File: src/rtl/jsce_pkg.sv
// Package for the JTAG scan command encoder.
// Holds the command codes, the queue descriptor type and the bit-bang helper.
// It has no dependencies. Every other file of the block but jsce_out_if imports it.
package jsce_pkg;

  localparam int LenBits   = 16;
  localparam int MaxChunk  = 32;
  localparam int ChunkBits = 6;
  localparam int QDepth    = 2;
  localparam int QPtrBits  = 1;

  localparam logic [7:0] CmdBase  = 8'h2C;
  localparam logic [7:0] CmdTck   = 8'h01;
  localparam logic [7:0] CmdTms   = 8'h02;
  localparam logic [7:0] CmdTdi   = 8'h10;
  localparam logic [7:0] CmdRead  = 8'h40;
  localparam logic [7:0] HdrShift = 8'h80;

  typedef enum logic [1:0] {
    DESC_BYTE = 2'd0,
    DESC_TMS  = 2'd1,
    DESC_TAIL = 2'd2
  } desc_kind_e;

  // One queued item, already classified. The back end only expands it.
  typedef struct packed {
    desc_kind_e  kind;
    logic [7:0]  data;
    logic        hdr_en;
    logic [7:0]  hdr;
    logic [3:0]  npairs;
    logic [1:0]  extra;
    logic        xbit;
    logic        rd;
    logic [4:0]  n_total;
    logic        last_req;
  } desc_t;

  function automatic logic [7:0] bang(input logic tms, input logic tdi,
                                      input logic tck, input logic rd);
    return CmdBase | (tck ? CmdTck : 8'h00) | (tms ? CmdTms : 8'h00) |
           (tdi ? CmdTdi : 8'h00) | (rd ? CmdRead : 8'h00);
  endfunction

endpackage

File: src/rtl/jsce_in_if.sv
// Request channel of the JTAG scan command encoder: one data byte per item.
// Depends on jsce_pkg for the length width.
interface jsce_in_if;
  import jsce_pkg::*;

  logic               valid;
  logic               ready;
  logic               req_type;
  logic [7:0]         data_byte;
  logic               first_byte;
  logic [LenBits-1:0] total_bits;
  logic               exit_shift;
  logic               capture;

  modport source (output valid, req_type, data_byte, first_byte, total_bits,
                  exit_shift, capture, input ready);
  modport sink   (input valid, req_type, data_byte, first_byte, total_bits,
                  exit_shift, capture, output ready);
endinterface

File: src/rtl/jsce_out_if.sv
// Command channel of the JTAG scan command encoder: one command byte per item.
// No dependencies.
interface jsce_out_if;
  logic       valid;
  logic       ready;
  logic [7:0] command_byte;
  logic       last_of_item;
  logic       last_of_request;

  modport source (output valid, command_byte, last_of_item, last_of_request,
                  input ready);
  modport sink   (input valid, command_byte, last_of_item, last_of_request,
                  output ready);
endinterface

File: src/rtl/jsce_front.sv
// Front end: accepts request bytes, tracks the request and classifies each byte.
// Depends on jsce_pkg and jsce_in_if.
module jsce_front (
  input  logic           clk_i,
  input  logic           rst_ni,
  jsce_in_if.sink        req_i,
  input  logic           q_full_i,
  output logic           q_push_o,
  output jsce_pkg::desc_t q_desc_o
);
  import jsce_pkg::*;

  logic [LenBits-1:0]   bits_done_q, bits_done_d;
  logic [LenBits-1:0]   req_len_q, req_len_d;
  logic [ChunkBits-1:0] chunk_left_q, chunk_left_d;
  logic [2:0]           flags_q, flags_d;

  logic [LenBits-1:0]   done_e, len_e, end_v, span_w, bulk, stop, tail_w, off_w;
  logic [ChunkBits-1:0] chunk_e, cnt, chunk_open;
  logic [2:0]           flags_e;
  logic [LenBits:0]     end_sum;
  logic [LenBits-4:0]   whole, idx, cnt_full;
  logic [3:0]           span, span_m1, tail_n;
  logic                 active, at_end, ex, rd, is_byte, do_exit, accept;

  assign req_i.ready = !q_full_i;
  assign accept      = req_i.valid && !q_full_i;

  always_comb begin
    if (req_i.first_byte) begin
      done_e  = '0;
      len_e   = req_i.total_bits;
      chunk_e = '0;
      flags_e = {req_i.capture, req_i.exit_shift, req_i.req_type};
    end else begin
      done_e  = bits_done_q;
      len_e   = req_len_q;
      chunk_e = chunk_left_q;
      flags_e = flags_q;
    end

    active  = done_e < len_e;
    end_sum = {1'b0, done_e} + (LenBits+1)'(8);
    end_v   = (end_sum > {1'b0, len_e}) ? len_e : end_sum[LenBits-1:0];
    span_w  = end_v - done_e;
    span    = span_w[3:0];
    span_m1 = span - 4'd1;
    at_end  = (end_v == len_e);

    ex       = flags_e[1];
    rd       = flags_e[2];
    bulk     = len_e - LenBits'(ex);
    whole    = bulk[LenBits-1:3];
    idx      = done_e[LenBits-1:3];
    is_byte  = idx < whole;
    cnt_full = whole - idx;
    cnt      = (cnt_full > (LenBits-3)'(MaxChunk)) ? ChunkBits'(MaxChunk)
                                                   : cnt_full[ChunkBits-1:0];
    stop     = (end_v < bulk) ? end_v : bulk;
    tail_w   = stop - done_e;
    tail_n   = (stop > done_e) ? tail_w[3:0] : 4'd0;
    do_exit  = ex && at_end;
    off_w    = len_e - done_e - LenBits'(1);

    q_desc_o          = '0;
    q_desc_o.data     = req_i.data_byte;
    q_desc_o.rd       = rd;
    q_desc_o.last_req = at_end;
    q_desc_o.hdr      = HdrShift | (rd ? CmdRead : 8'h00) | 8'(cnt);
    chunk_open        = chunk_e;

    if (flags_e[0]) begin
      q_desc_o.kind    = DESC_TMS;
      q_desc_o.npairs  = span;
      q_desc_o.extra   = at_end ? 2'd1 : 2'd0;
      q_desc_o.xbit    = req_i.data_byte[span_m1[2:0]];
      q_desc_o.n_total = {span, 1'b0} + 5'(q_desc_o.extra);
    end else if (is_byte) begin
      q_desc_o.kind    = DESC_BYTE;
      q_desc_o.hdr_en  = (chunk_e == '0);
      q_desc_o.n_total = q_desc_o.hdr_en ? 5'd2 : 5'd1;
      if (chunk_e == '0) chunk_open = cnt;
    end else begin
      q_desc_o.kind    = DESC_TAIL;
      q_desc_o.npairs  = tail_n;
      q_desc_o.extra   = do_exit ? 2'd3 : 2'd0;
      q_desc_o.xbit    = req_i.data_byte[off_w[2:0]];
      q_desc_o.n_total = {tail_n, 1'b0} + 5'(q_desc_o.extra);
    end

    q_push_o = accept && active;

    bits_done_d  = bits_done_q;
    req_len_d    = req_len_q;
    chunk_left_d = chunk_left_q;
    flags_d      = flags_q;
    if (accept) begin
      req_len_d    = len_e;
      flags_d      = flags_e;
      bits_done_d  = done_e;
      chunk_left_d = chunk_e;
      if (active) begin
        bits_done_d = end_v;
        if (!flags_e[0] && is_byte) begin
          chunk_left_d = (chunk_open != '0) ? chunk_open - ChunkBits'(1) : chunk_open;
        end
      end
    end
  end

  always_ff @(posedge clk_i or negedge rst_ni) begin
    if (!rst_ni) begin
      bits_done_q  <= '0;
      req_len_q    <= '0;
      chunk_left_q <= '0;
      flags_q      <= '0;
    end else begin
      bits_done_q  <= bits_done_d;
      req_len_q    <= req_len_d;
      chunk_left_q <= chunk_left_d;
      flags_q      <= flags_d;
    end
  end

endmodule

File: src/rtl/jsce_queue.sv
// Short descriptor queue between the front and back ends.
// Depends on jsce_pkg for the descriptor type and the depth.
module jsce_queue (
  input  logic            clk_i,
  input  logic            rst_ni,
  input  logic            push_i,
  input  jsce_pkg::desc_t push_desc_i,
  output logic            full_o,
  output logic            valid_o,
  output jsce_pkg::desc_t head_o,
  input  logic            pop_i
);
  import jsce_pkg::*;

  desc_t               slot_q [QDepth];
  logic [QPtrBits-1:0] wr_ptr_q, rd_ptr_q;
  logic [QPtrBits:0]   count_q;
  logic                do_pop;

  assign full_o  = (count_q == (QPtrBits+1)'(QDepth));
  assign valid_o = (count_q != '0);
  assign head_o  = slot_q[rd_ptr_q];
  assign do_pop  = pop_i && valid_o;

  always_ff @(posedge clk_i) begin
    if (push_i) slot_q[wr_ptr_q] <= push_desc_i;
  end

  always_ff @(posedge clk_i or negedge rst_ni) begin
    if (!rst_ni) begin
      wr_ptr_q <= '0;
      rd_ptr_q <= '0;
      count_q  <= '0;
    end else begin
      if (push_i) wr_ptr_q <= wr_ptr_q + QPtrBits'(1);
      if (do_pop) rd_ptr_q <= rd_ptr_q + QPtrBits'(1);
      if (push_i && !do_pop)      count_q <= count_q + (QPtrBits+1)'(1);
      else if (do_pop && !push_i) count_q <= count_q - (QPtrBits+1)'(1);
    end
  end

endmodule

File: src/rtl/jsce_back.sv
// Back end: expands one descriptor into its command bytes, one per cycle while cmd_o is not stalled.
// Depends on jsce_pkg and jsce_out_if.
module jsce_back (
  input  logic            clk_i,
  input  logic            rst_ni,
  input  logic            q_valid_i,
  input  jsce_pkg::desc_t q_desc_i,
  output logic            q_pop_o,
  jsce_out_if.source      cmd_o
);
  import jsce_pkg::*;

  logic [4:0] pos_q, pos_d, pairs2, ext;
  logic [7:0] cmd_byte;
  logic       out_v_q, out_v_d, last_pos, load, bitv, tck;
  logic [7:0] cmd_q;
  logic       last_item_q, last_req_q;

  always_comb begin
    pairs2   = {q_desc_i.npairs, 1'b0};
    ext      = pos_q - pairs2;
    bitv     = q_desc_i.data[pos_q[3:1]];
    tck      = pos_q[0];
    last_pos = (pos_q == q_desc_i.n_total - 5'd1);
    load     = q_valid_i && (!out_v_q || cmd_o.ready);

    unique case (q_desc_i.kind)
      DESC_BYTE: cmd_byte = (q_desc_i.hdr_en && pos_q == 5'd0) ? q_desc_i.hdr
                                                               : q_desc_i.data;
      DESC_TMS:  cmd_byte = (pos_q < pairs2) ? bang(bitv, 1'b0, tck, 1'b0)
                                             : bang(q_desc_i.xbit, 1'b0, 1'b0, 1'b0);
      DESC_TAIL: cmd_byte = (pos_q < pairs2) ? bang(1'b0, bitv, tck, tck && q_desc_i.rd)
                                             : bang(1'b1, q_desc_i.xbit, ext[1:0] == 2'd1,
                                                    ext[1:0] == 2'd1 && q_desc_i.rd);
      default:   cmd_byte = q_desc_i.data;
    endcase

    q_pop_o = load && last_pos;
    pos_d   = pos_q;
    if (load) pos_d = last_pos ? 5'd0 : pos_q + 5'd1;
    out_v_d = load ? 1'b1 : (cmd_o.ready ? 1'b0 : out_v_q);
  end

  always_ff @(posedge clk_i or negedge rst_ni) begin
    if (!rst_ni) begin
      pos_q   <= '0;
      out_v_q <= 1'b0;
    end else begin
      pos_q   <= pos_d;
      out_v_q <= out_v_d;
    end
  end

  always_ff @(posedge clk_i) begin
    if (load) begin
      cmd_q       <= cmd_byte;
      last_item_q <= last_pos;
      last_req_q  <= last_pos && q_desc_i.last_req;
    end
  end

  assign cmd_o.valid           = out_v_q;
  assign cmd_o.command_byte    = cmd_q;
  assign cmd_o.last_of_item    = last_item_q;
  assign cmd_o.last_of_request = last_req_q;

endmodule

File: src/rtl/jtag_scan_command_encoder_core.sv
// Top level of the JTAG scan command encoder: front end, queue and back end.
// Depends on jsce_pkg, jsce_in_if, jsce_out_if, jsce_front, jsce_queue, jsce_back.
//
//   Channel  Direction  Moves one item of
//   req_i    in         request data byte with its request fields
//   cmd_o    out        adapter command byte with end-of-item/request marks
//
// An accepted byte is classified in the cycle it is taken and, if it yields
// commands, queued as one descriptor; the back end then sends one command byte
// per cycle while cmd_o is not stalled, so a byte yields 1 to 17 command bytes
// (1 or 2 for a whole scan byte, 2 per bit-bang bit plus up to 3 closing commands).
// The two-entry queue lets request bytes be taken while commands stall.
// Reset is asynchronous and active low; it clears request tracking and the queue.
module jtag_scan_command_encoder_core (
  input  logic       clk_i,
  input  logic       rst_ni,
  jsce_in_if.sink    req_i,
  jsce_out_if.source cmd_o
);
  import jsce_pkg::*;

  // Descriptor traffic between the stages.
  desc_t push_desc, head_desc;
  logic  push, q_full, q_valid, q_pop;

  // The front end owns the request state: bits consumed, latched length,
  // open chunk count and the mode flags captured on the first byte.
  jsce_front u_front (
    .clk_i    (clk_i),
    .rst_ni   (rst_ni),
    .req_i    (req_i),
    .q_full_i (q_full),
    .q_push_o (push),
    .q_desc_o (push_desc)
  );

  // Bytes that produce no commands (past the end, or a zero-length request)
  // are accepted but never reach the queue.
  jsce_queue u_queue (
    .clk_i       (clk_i),
    .rst_ni      (rst_ni),
    .push_i      (push),
    .push_desc_i (push_desc),
    .full_o      (q_full),
    .valid_o     (q_valid),
    .head_o      (head_desc),
    .pop_i       (q_pop)
  );

  // The back end walks the descriptor and pops it with its final command.
  jsce_back u_back (
    .clk_i     (clk_i),
    .rst_ni    (rst_ni),
    .q_valid_i (q_valid),
    .q_desc_i  (head_desc),
    .q_pop_o   (q_pop),
    .cmd_o     (cmd_o)
  );

`ifndef SYNTHESIS
  a_no_push_when_full : assert property (@(posedge clk_i) disable iff (!rst_ni)
    push |-> !q_full)
    else $error("descriptor pushed into a full queue");

  a_head_not_empty : assert property (@(posedge clk_i) disable iff (!rst_ni)
    q_valid |-> head_desc.n_total != 5'd0)
    else $error("queued descriptor carries no commands");

  a_req_end_is_item_end : assert property (@(posedge clk_i) disable iff (!rst_ni)
    cmd_o.valid && cmd_o.last_of_request |-> cmd_o.last_of_item)
    else $error("request end marked on a command that does not end its item");

  a_pop_only_with_head : assert property (@(posedge clk_i) disable iff (!rst_ni)
    q_pop |-> q_valid)
    else $error("queue popped while empty");
`endif

endmodule
File: src/flat_wrapper.sv
// flat-port wrapper written by rule: the top's interface ports become plain ports
module jtag_scan_command_encoder_core_flat import jsce_pkg::*;
  (clk_i, rst_ni, req_i_valid, req_i_req_type, req_i_data_byte, req_i_first_byte, req_i_total_bits, req_i_exit_shift, req_i_capture, req_i_ready, cmd_o_valid, cmd_o_command_byte, cmd_o_last_of_item, cmd_o_last_of_request, cmd_o_ready);
  jsce_in_if req_i_i ();
  jsce_out_if cmd_o_i ();
  input  logic clk_i;
  input  logic rst_ni;
  input wire logic [$bits(req_i_i.valid)-1:0] req_i_valid;
  input wire logic [$bits(req_i_i.req_type)-1:0] req_i_req_type;
  input wire logic [$bits(req_i_i.data_byte)-1:0] req_i_data_byte;
  input wire logic [$bits(req_i_i.first_byte)-1:0] req_i_first_byte;
  input wire logic [$bits(req_i_i.total_bits)-1:0] req_i_total_bits;
  input wire logic [$bits(req_i_i.exit_shift)-1:0] req_i_exit_shift;
  input wire logic [$bits(req_i_i.capture)-1:0] req_i_capture;
  output wire logic [$bits(req_i_i.ready)-1:0] req_i_ready;
  output wire logic [$bits(cmd_o_i.valid)-1:0] cmd_o_valid;
  output wire logic [$bits(cmd_o_i.command_byte)-1:0] cmd_o_command_byte;
  output wire logic [$bits(cmd_o_i.last_of_item)-1:0] cmd_o_last_of_item;
  output wire logic [$bits(cmd_o_i.last_of_request)-1:0] cmd_o_last_of_request;
  input wire logic [$bits(cmd_o_i.ready)-1:0] cmd_o_ready;
  assign req_i_i.valid = req_i_valid;
  assign req_i_i.req_type = req_i_req_type;
  assign req_i_i.data_byte = req_i_data_byte;
  assign req_i_i.first_byte = req_i_first_byte;
  assign req_i_i.total_bits = req_i_total_bits;
  assign req_i_i.exit_shift = req_i_exit_shift;
  assign req_i_i.capture = req_i_capture;
  assign req_i_ready = req_i_i.ready;
  assign cmd_o_valid = cmd_o_i.valid;
  assign cmd_o_command_byte = cmd_o_i.command_byte;
  assign cmd_o_last_of_item = cmd_o_i.last_of_item;
  assign cmd_o_last_of_request = cmd_o_i.last_of_request;
  assign cmd_o_i.ready = cmd_o_ready;
  jtag_scan_command_encoder_core u_core (.clk_i(clk_i), .rst_ni(rst_ni), .req_i(req_i_i), .cmd_o(cmd_o_i));
endmodule
File: config.mk
export PLATFORM = sky130hd
export DESIGN_NAME = jtag_scan_command_encoder_core_flat
export DESIGN_NICKNAME = d
export VERILOG_FILES = /design/src/rtl/jsce_pkg.sv /design/src/rtl/jsce_in_if.sv /design/src/rtl/jsce_out_if.sv /design/src/rtl/jsce_front.sv /design/src/rtl/jsce_queue.sv /design/src/rtl/jsce_back.sv /design/src/rtl/jtag_scan_command_encoder_core.sv /design/src/flat_wrapper.sv
export SDC_FILE = /design/constraint.sdc
export NUM_CORES = 1
export LEC_CHECK = 0
export BUFFER_PORTS_ARGS = -buffer_cell sky130_fd_sc_hd__buf_2
export CORE_UTILIZATION = 39
export DETAILED_ROUTE_END_ITERATION = 12
export SLEW_MARGIN = 40
export SYNTH_ARGS = -nofsm -noshare
export SYNTH_HDL_FRONTEND = slang
export SYNTH_SLANG_ARGS = --single-unit
File: constraint.sdc
create_clock -name clk_i -period 10.59 [get_ports clk_i]
set_clock_uncertainty 0.2 [all_clocks]
set_input_delay 2.118 -clock clk_i [delete_from_list [all_inputs] [get_ports clk_i]]
set_output_delay 2.118 -clock clk_i [all_outputs]
set_load 0.1 [all_outputs]
* Yosys cells after proc, flatten, opt, wreduce, memory -nomap -nowiden *
Memories as Yosys holds them, arrays and structs flattened.
Cells that the tools add are included.

word-level totals
  output and inout bits = 12
  logic and storage cells = 131
  memories kept = 1
  bits in writable memories = 66
  register bits = 61

operators by class
  $lt $le $gt $ge = 10
  add/sub/neg operators = 18
  bitwise gates (word level) = 6
  muxes and demuxes = 52
  equal/unequal tests = 6
  reduce and logical (&&, ||, !) cells = 26

memory list
  name                   words  bits a word  rd ports  clocked after memory_dff  wr ports  RTL line          RTL
  u_core.u_queue.slot_q  2      33           1         0                         1         jsce_queue.sv:15  desc_t slot_q [QDepth];

operators with widths
  cell                   number
  $mux 16                5
  $mux 6                 8
  $mux 7                 6
  $lt 16x16->1           2
  $mux 5                 5
  $pmux 8 s3             1
  $add 16x4->17 const B  1
  $gt 17x16->1           1
  $eq 16x16->1           1
  $gt 16x16->1           1
  $mux 2                 8
  $mux 8                 2
  $sub 16x1->16          1
  $or 6x7->7             2
  $gt 13x6->1 const B    1
  $logic_and 1x1->1      13
  $lt 13x13->1           1
  $sub 13x13->13         1
  $lt 3x4->1 const B     3
  $mux 1                 12
  $or 6x5->6             2
  $bmux 1 s3             3
  $or 8x2->8             1
  $or 8x6->8             1
  other kinds (25)       36

* Longest topological paths before layout *
  depth after elaboration = 12
  gate-level depth with buffers = 53

* Modules after synthesis *
From an unflattened synthesis, not the netlist that was laid out.

second synthesis, totals
  cells, all modules = 1029
  area, all modules = 10308.6 um^2

modules (own cells, without submodules)
  module      area each (um^2)  seq. area each (um^2)  times used  cells an instance
  jsce_front  6329.8            1026.0                 1           787
  jsce_queue  2723.9            2082.0                 1           119
  jsce_back   1255.0            450.4                  1           123

* Worst setup path after synthesis *
Ideal clock, no wire load.

  path kind = input to register
  from = in req_i_first_byte
  to = mem u_core.u_queue.slot_q[0][3] (netlist bit), data pin
  stages = 50
  data arrival time = 11.373 ns
  path slack = -1.270 ns
  required time = 10.103 ns
  setup time = 0.287 ns
  cells stage by stage = buf_6 buf_6 buf_2 buf_1 clkbuf_1 nor2b_1 ha_1 and3_1 and3_1 and3_1 and3_1 nand3_1 xor2_1 nor2_1 ha_1 a2111oi_0 o211ai_1 o31ai_1 [14 not listed] a31oi_1 buf_2 o22a_1 ha_1 inv_1 fa_1 a21o_1 a21oi_1 o21ai_0 a21oi_1 a21boi_0 o21a_1 o22ai_1 nor2_1 ha_1 ha_1 nand2_1 o21ai_0

RTL lines
  what         RTL line            RTL
  from (decl)  flat_wrapper.sv:11  input wire logic [$bits(req_i_i.first_byte)-1:0] req_i_first_byte;
  to (decl)    jsce_queue.sv:15

==> impl_results.md <==
- Status: finished, final reports clean
- Crit path buffers/inverters: 3
- Vias in the first global route: 7,630
- Drt initial violations: 451
- Global Route Usage Sum: 20.88%
- First-pass iteration count of the detailed router: 5
- Hold-fix buffers at CTS: 0
- Placer congestion estimate: 0.9212
- Layout cell share with drive strength beyond 1: 16.99%
- Clock Tree Root: clkbuf_16
- Initial core utilization: 39.75%
- Worst path top cell family by delay: compound AO/OA/AOI/OAI gates
- Synthesized Nets: 1,119
- Port-buffer cells: 43
- Worst-path clk slew: 70 ps
- Commonest non-fill, non-tap cells in the layout: 94 x ha_1, 74 x o21ai_0, 73 x nand2_1, 68 x edfxtp_1, 65 x inv_1
- Area of the mapped netlist: 9668 µm²
- Synth Instances: 990
- DRC Markers: 0
- Die area: 25,420 µm²
- Commonest non-fill, non-tap cell in the layout: ha_1
- Drt wl/cell: 18.43 µm
- Max Root-Sink Buffers: 2
- Fin crit period: 10,040 ps
- Die width: 159.4 µm
- Final WS setup: 553.4 ps
- CTS Sinks: 119
- Top cell type's share of synthesized area: 21.12%
- CP peak stage delay: 400 ps
- Most area-hungry cell type in the Yosys netlist: edfxtp_1
- Arrival time worst endpoint: 9970 ps
- Fin nets: 1,187
- Site Rows: 57
- Layout fillers: 2,307
- Period utilization: 94.77%
- Register bit total from synthesis: 119
- Hold Crit Class: register to register
- Final wirelength: 25,720 µm
- H-tree levels: 4
- Register area share after synthesis: 34.32%
- Overall Power: 2.973 mW
- Post-DP HPWL: 19,910 µm
- Synth-to-Final Area Change: 15.22%
- Initial antenna violation count: 0
- Pleak: 4.843 nW
- Pin count of the biggest net entering global routing: 52
- First-pass GRT wire length: 41,390 µm
- TritonCTS clock tree: built
- Core area: 24,320 µm²
- GRT overflow: 0
- Count of pins over their slew limit: 0
- Post-synth ARST share: 42.86%
- Crit path launch type: primary input
- Total CTS buffers: 17
- Clock latency on the worst-skew pair: 430 ps
- Yosys Warn Count: 0
- Most used cell, CP: ha_1
- Power per cell area: 266.8 nW/µm²
- Max_slew headroom: 45.60%
- Avg Inst Size Synth: 9.766 µm²
- Die height: 159.4 µm
- Post-DRT Antenna Nets: 0
- Top FF cell, synth: edfxtp_1
- Max Cap Viol: 0
- Worst setup path class: primary input to register
- Vias: 7,714
- IO Count: 44
- CP endpoint kind: register
- Required time of the critical path: 10,530 ps
- N_diodes: 0
- CP max-delay cell: fa_1
- Routed vias/inst: 5.530
- Largest cells by area after synthesis: edfxtp_1 21%, dfrtp_1 13%, ha_1 12%
- Post-Place Setup Slack: -11.84 ps
- EDFF count, synth: 68
- Slew at the pin closest to its max-slew limit: 809.8 ps
- Final setup fails: 0
- VDD IR max: 0.0001913 V
- CP max FO: 8
- Fin. Hold Viols: 0
- Fmax: 0.09964 GHz
- Setup TNS Final: 0 ps
- Synth unique cells: 97
==> synthesized netlist by cell type (all sizes together) (8+ instances only) <==
cell    count
mux2i      53
nor2       48
mux2       17
buf         8
nor4        9
edfxtp     68
clkbuf     24
a21oi      51
inv        69
xnor2      53
nand2      76
nor3       16
nor2b      28
o31ai       8
nand3      20
ha         94
and3       13
a21o       21
xor2       17
dfrtp      51
nand2b     19
nand4      16
and2        8
o21ai      75
==> power breakdown <==
| part | switching [mW] | internal [mW] | total [mW] |
|---|---|---|---|
| clock network | 0.250 | 0.358 | 0.608 |
| logic | 0.999 | 0.594 | 1.59 |
| registers | 0.0996 | 0.671 | 0.771 |
==> layout make-up <==
cell class	instances	area (µm²)	share of cell area [%]
Timing Repair Buffer	81	516.7	4.639
Multi-Input combinational cell	768	6017	54.02
Clock inverter	15	185.2	1.662
Inverter	71	271.5	2.437
Sequential cell	119	3318	29.79
Clock buffer	17	425.4	3.819
Tap cell	324	405.4	3.639
==> path summary, 6_finish.rpt <==
check	cells after the start	slack (ps)	to	startpoint
max	45	550	u_core.u_queue.slot_q[1][3]$_DFFE_PP_	req_i_first_byte
min	2	280	u_core.u_front.req_len_q[13]$_DFFE_PN0P_	u_core.u_front.req_len_q[13]$_DFFE_PN0P_
max reg2reg	44	1930	u_core.u_queue.slot_q[1][3]$_DFFE_PP_	u_core.u_front.bits_done_q[4]$_DFFE_PN0P_
min reg2reg	2	280	u_core.u_front.req_len_q[13]$_DFFE_PN0P_	u_core.u_front.req_len_q[13]$_DFFE_PN0P_
max in group asynchronous	3	8190	u_core.u_front.bits_done_q[8]$_DFFE_PN0P_	rst_ni
min in group asynchronous	2	1500	u_core.u_back.cmd_o.valid$_DFFE_PN0P_	rst_ni
==> sequential cells by signal (all words and copies together) (netlist names) <==
signal and count:
u_core.u_back.cmd_o.valid 1, u_core.u_back.cmd_o.last_of_request 1, u_core.u_front.chunk_left_q 6, u_core.u_front.flags_q 3
u_core.u_back.pos_q 5, u_core.u_queue.count_q 2, u_core.u_queue.rd_ptr_q 1, u_core.u_queue.wr_ptr_q 1
u_core.u_front.bits_done_q 16, u_core.u_back.cmd_o.last_of_item 1, u_core.u_back.cmd_o.command_byte 8, u_core.u_front.req_len_q 16
u_core.u_queue.slot_q 58
==> stage by stage <==
| step | hold WS, ps | std cells | utilization (%) | cell area (µm²) |
|---|---|---|---|---|
| 2_1_floorplan | 242.8 | 990 | - | 9743 |
| 3_3_place_gp | 258.8 | 1359 | 42.96 | 10450 |
| 3_5_place_dp | 271.8 | 1359 | 42.99 | 10450 |
| 4_1_cts | 288.6 | 1391 | 45.50 | 11060 |
| 5_1_grt | 303.2 | 1395 | 45.80 | 11140 |
| 6_report | 283.9 | 1395 | 45.80 | 11140 |
==> what timing repair did <==
item,in CTS,in global routing
gates resized for setup,0,6
setup endpoints to repair,0,8
setup buffers,0,3
==> worst min-delay path: stages, from the launching register on <==
cell	delay (ps)
dfrtp_1	340
nand2_1	40
o21ai_0	60
==> cell families (layout without fill, tap and decap cells) <==
| group | Yosys count | after routing | share of synthesized area (%) |
|---|---|---|---|
| xor+xnor | 70 | 70 | 6.341 |
| mux | 76 | 76 | 9.240 |
| simple gates | 291 | 291 | 16.91 |
| buf+inv | 103 | 184 | 4.310 |
| fa+ha+maj | 98 | 98 | 12.89 |
| compound gates | 233 | 233 | 15.98 |
| flops | 119 | 119 | 34.32 |
==> per-layer routing <==
layer | vias up | GRT usage [%] | share of wire [%]
met1 | 3682 | 27.05 | 46
met4 | 0 | 8.129 | 2.4
met2 | 199 | 34.69 | 48
met5 | - | 0 | 0
met3 | 47 | 3.569 | 3.9
li1 | 3786 | - | -
Power figures use the tool's default switching activity.
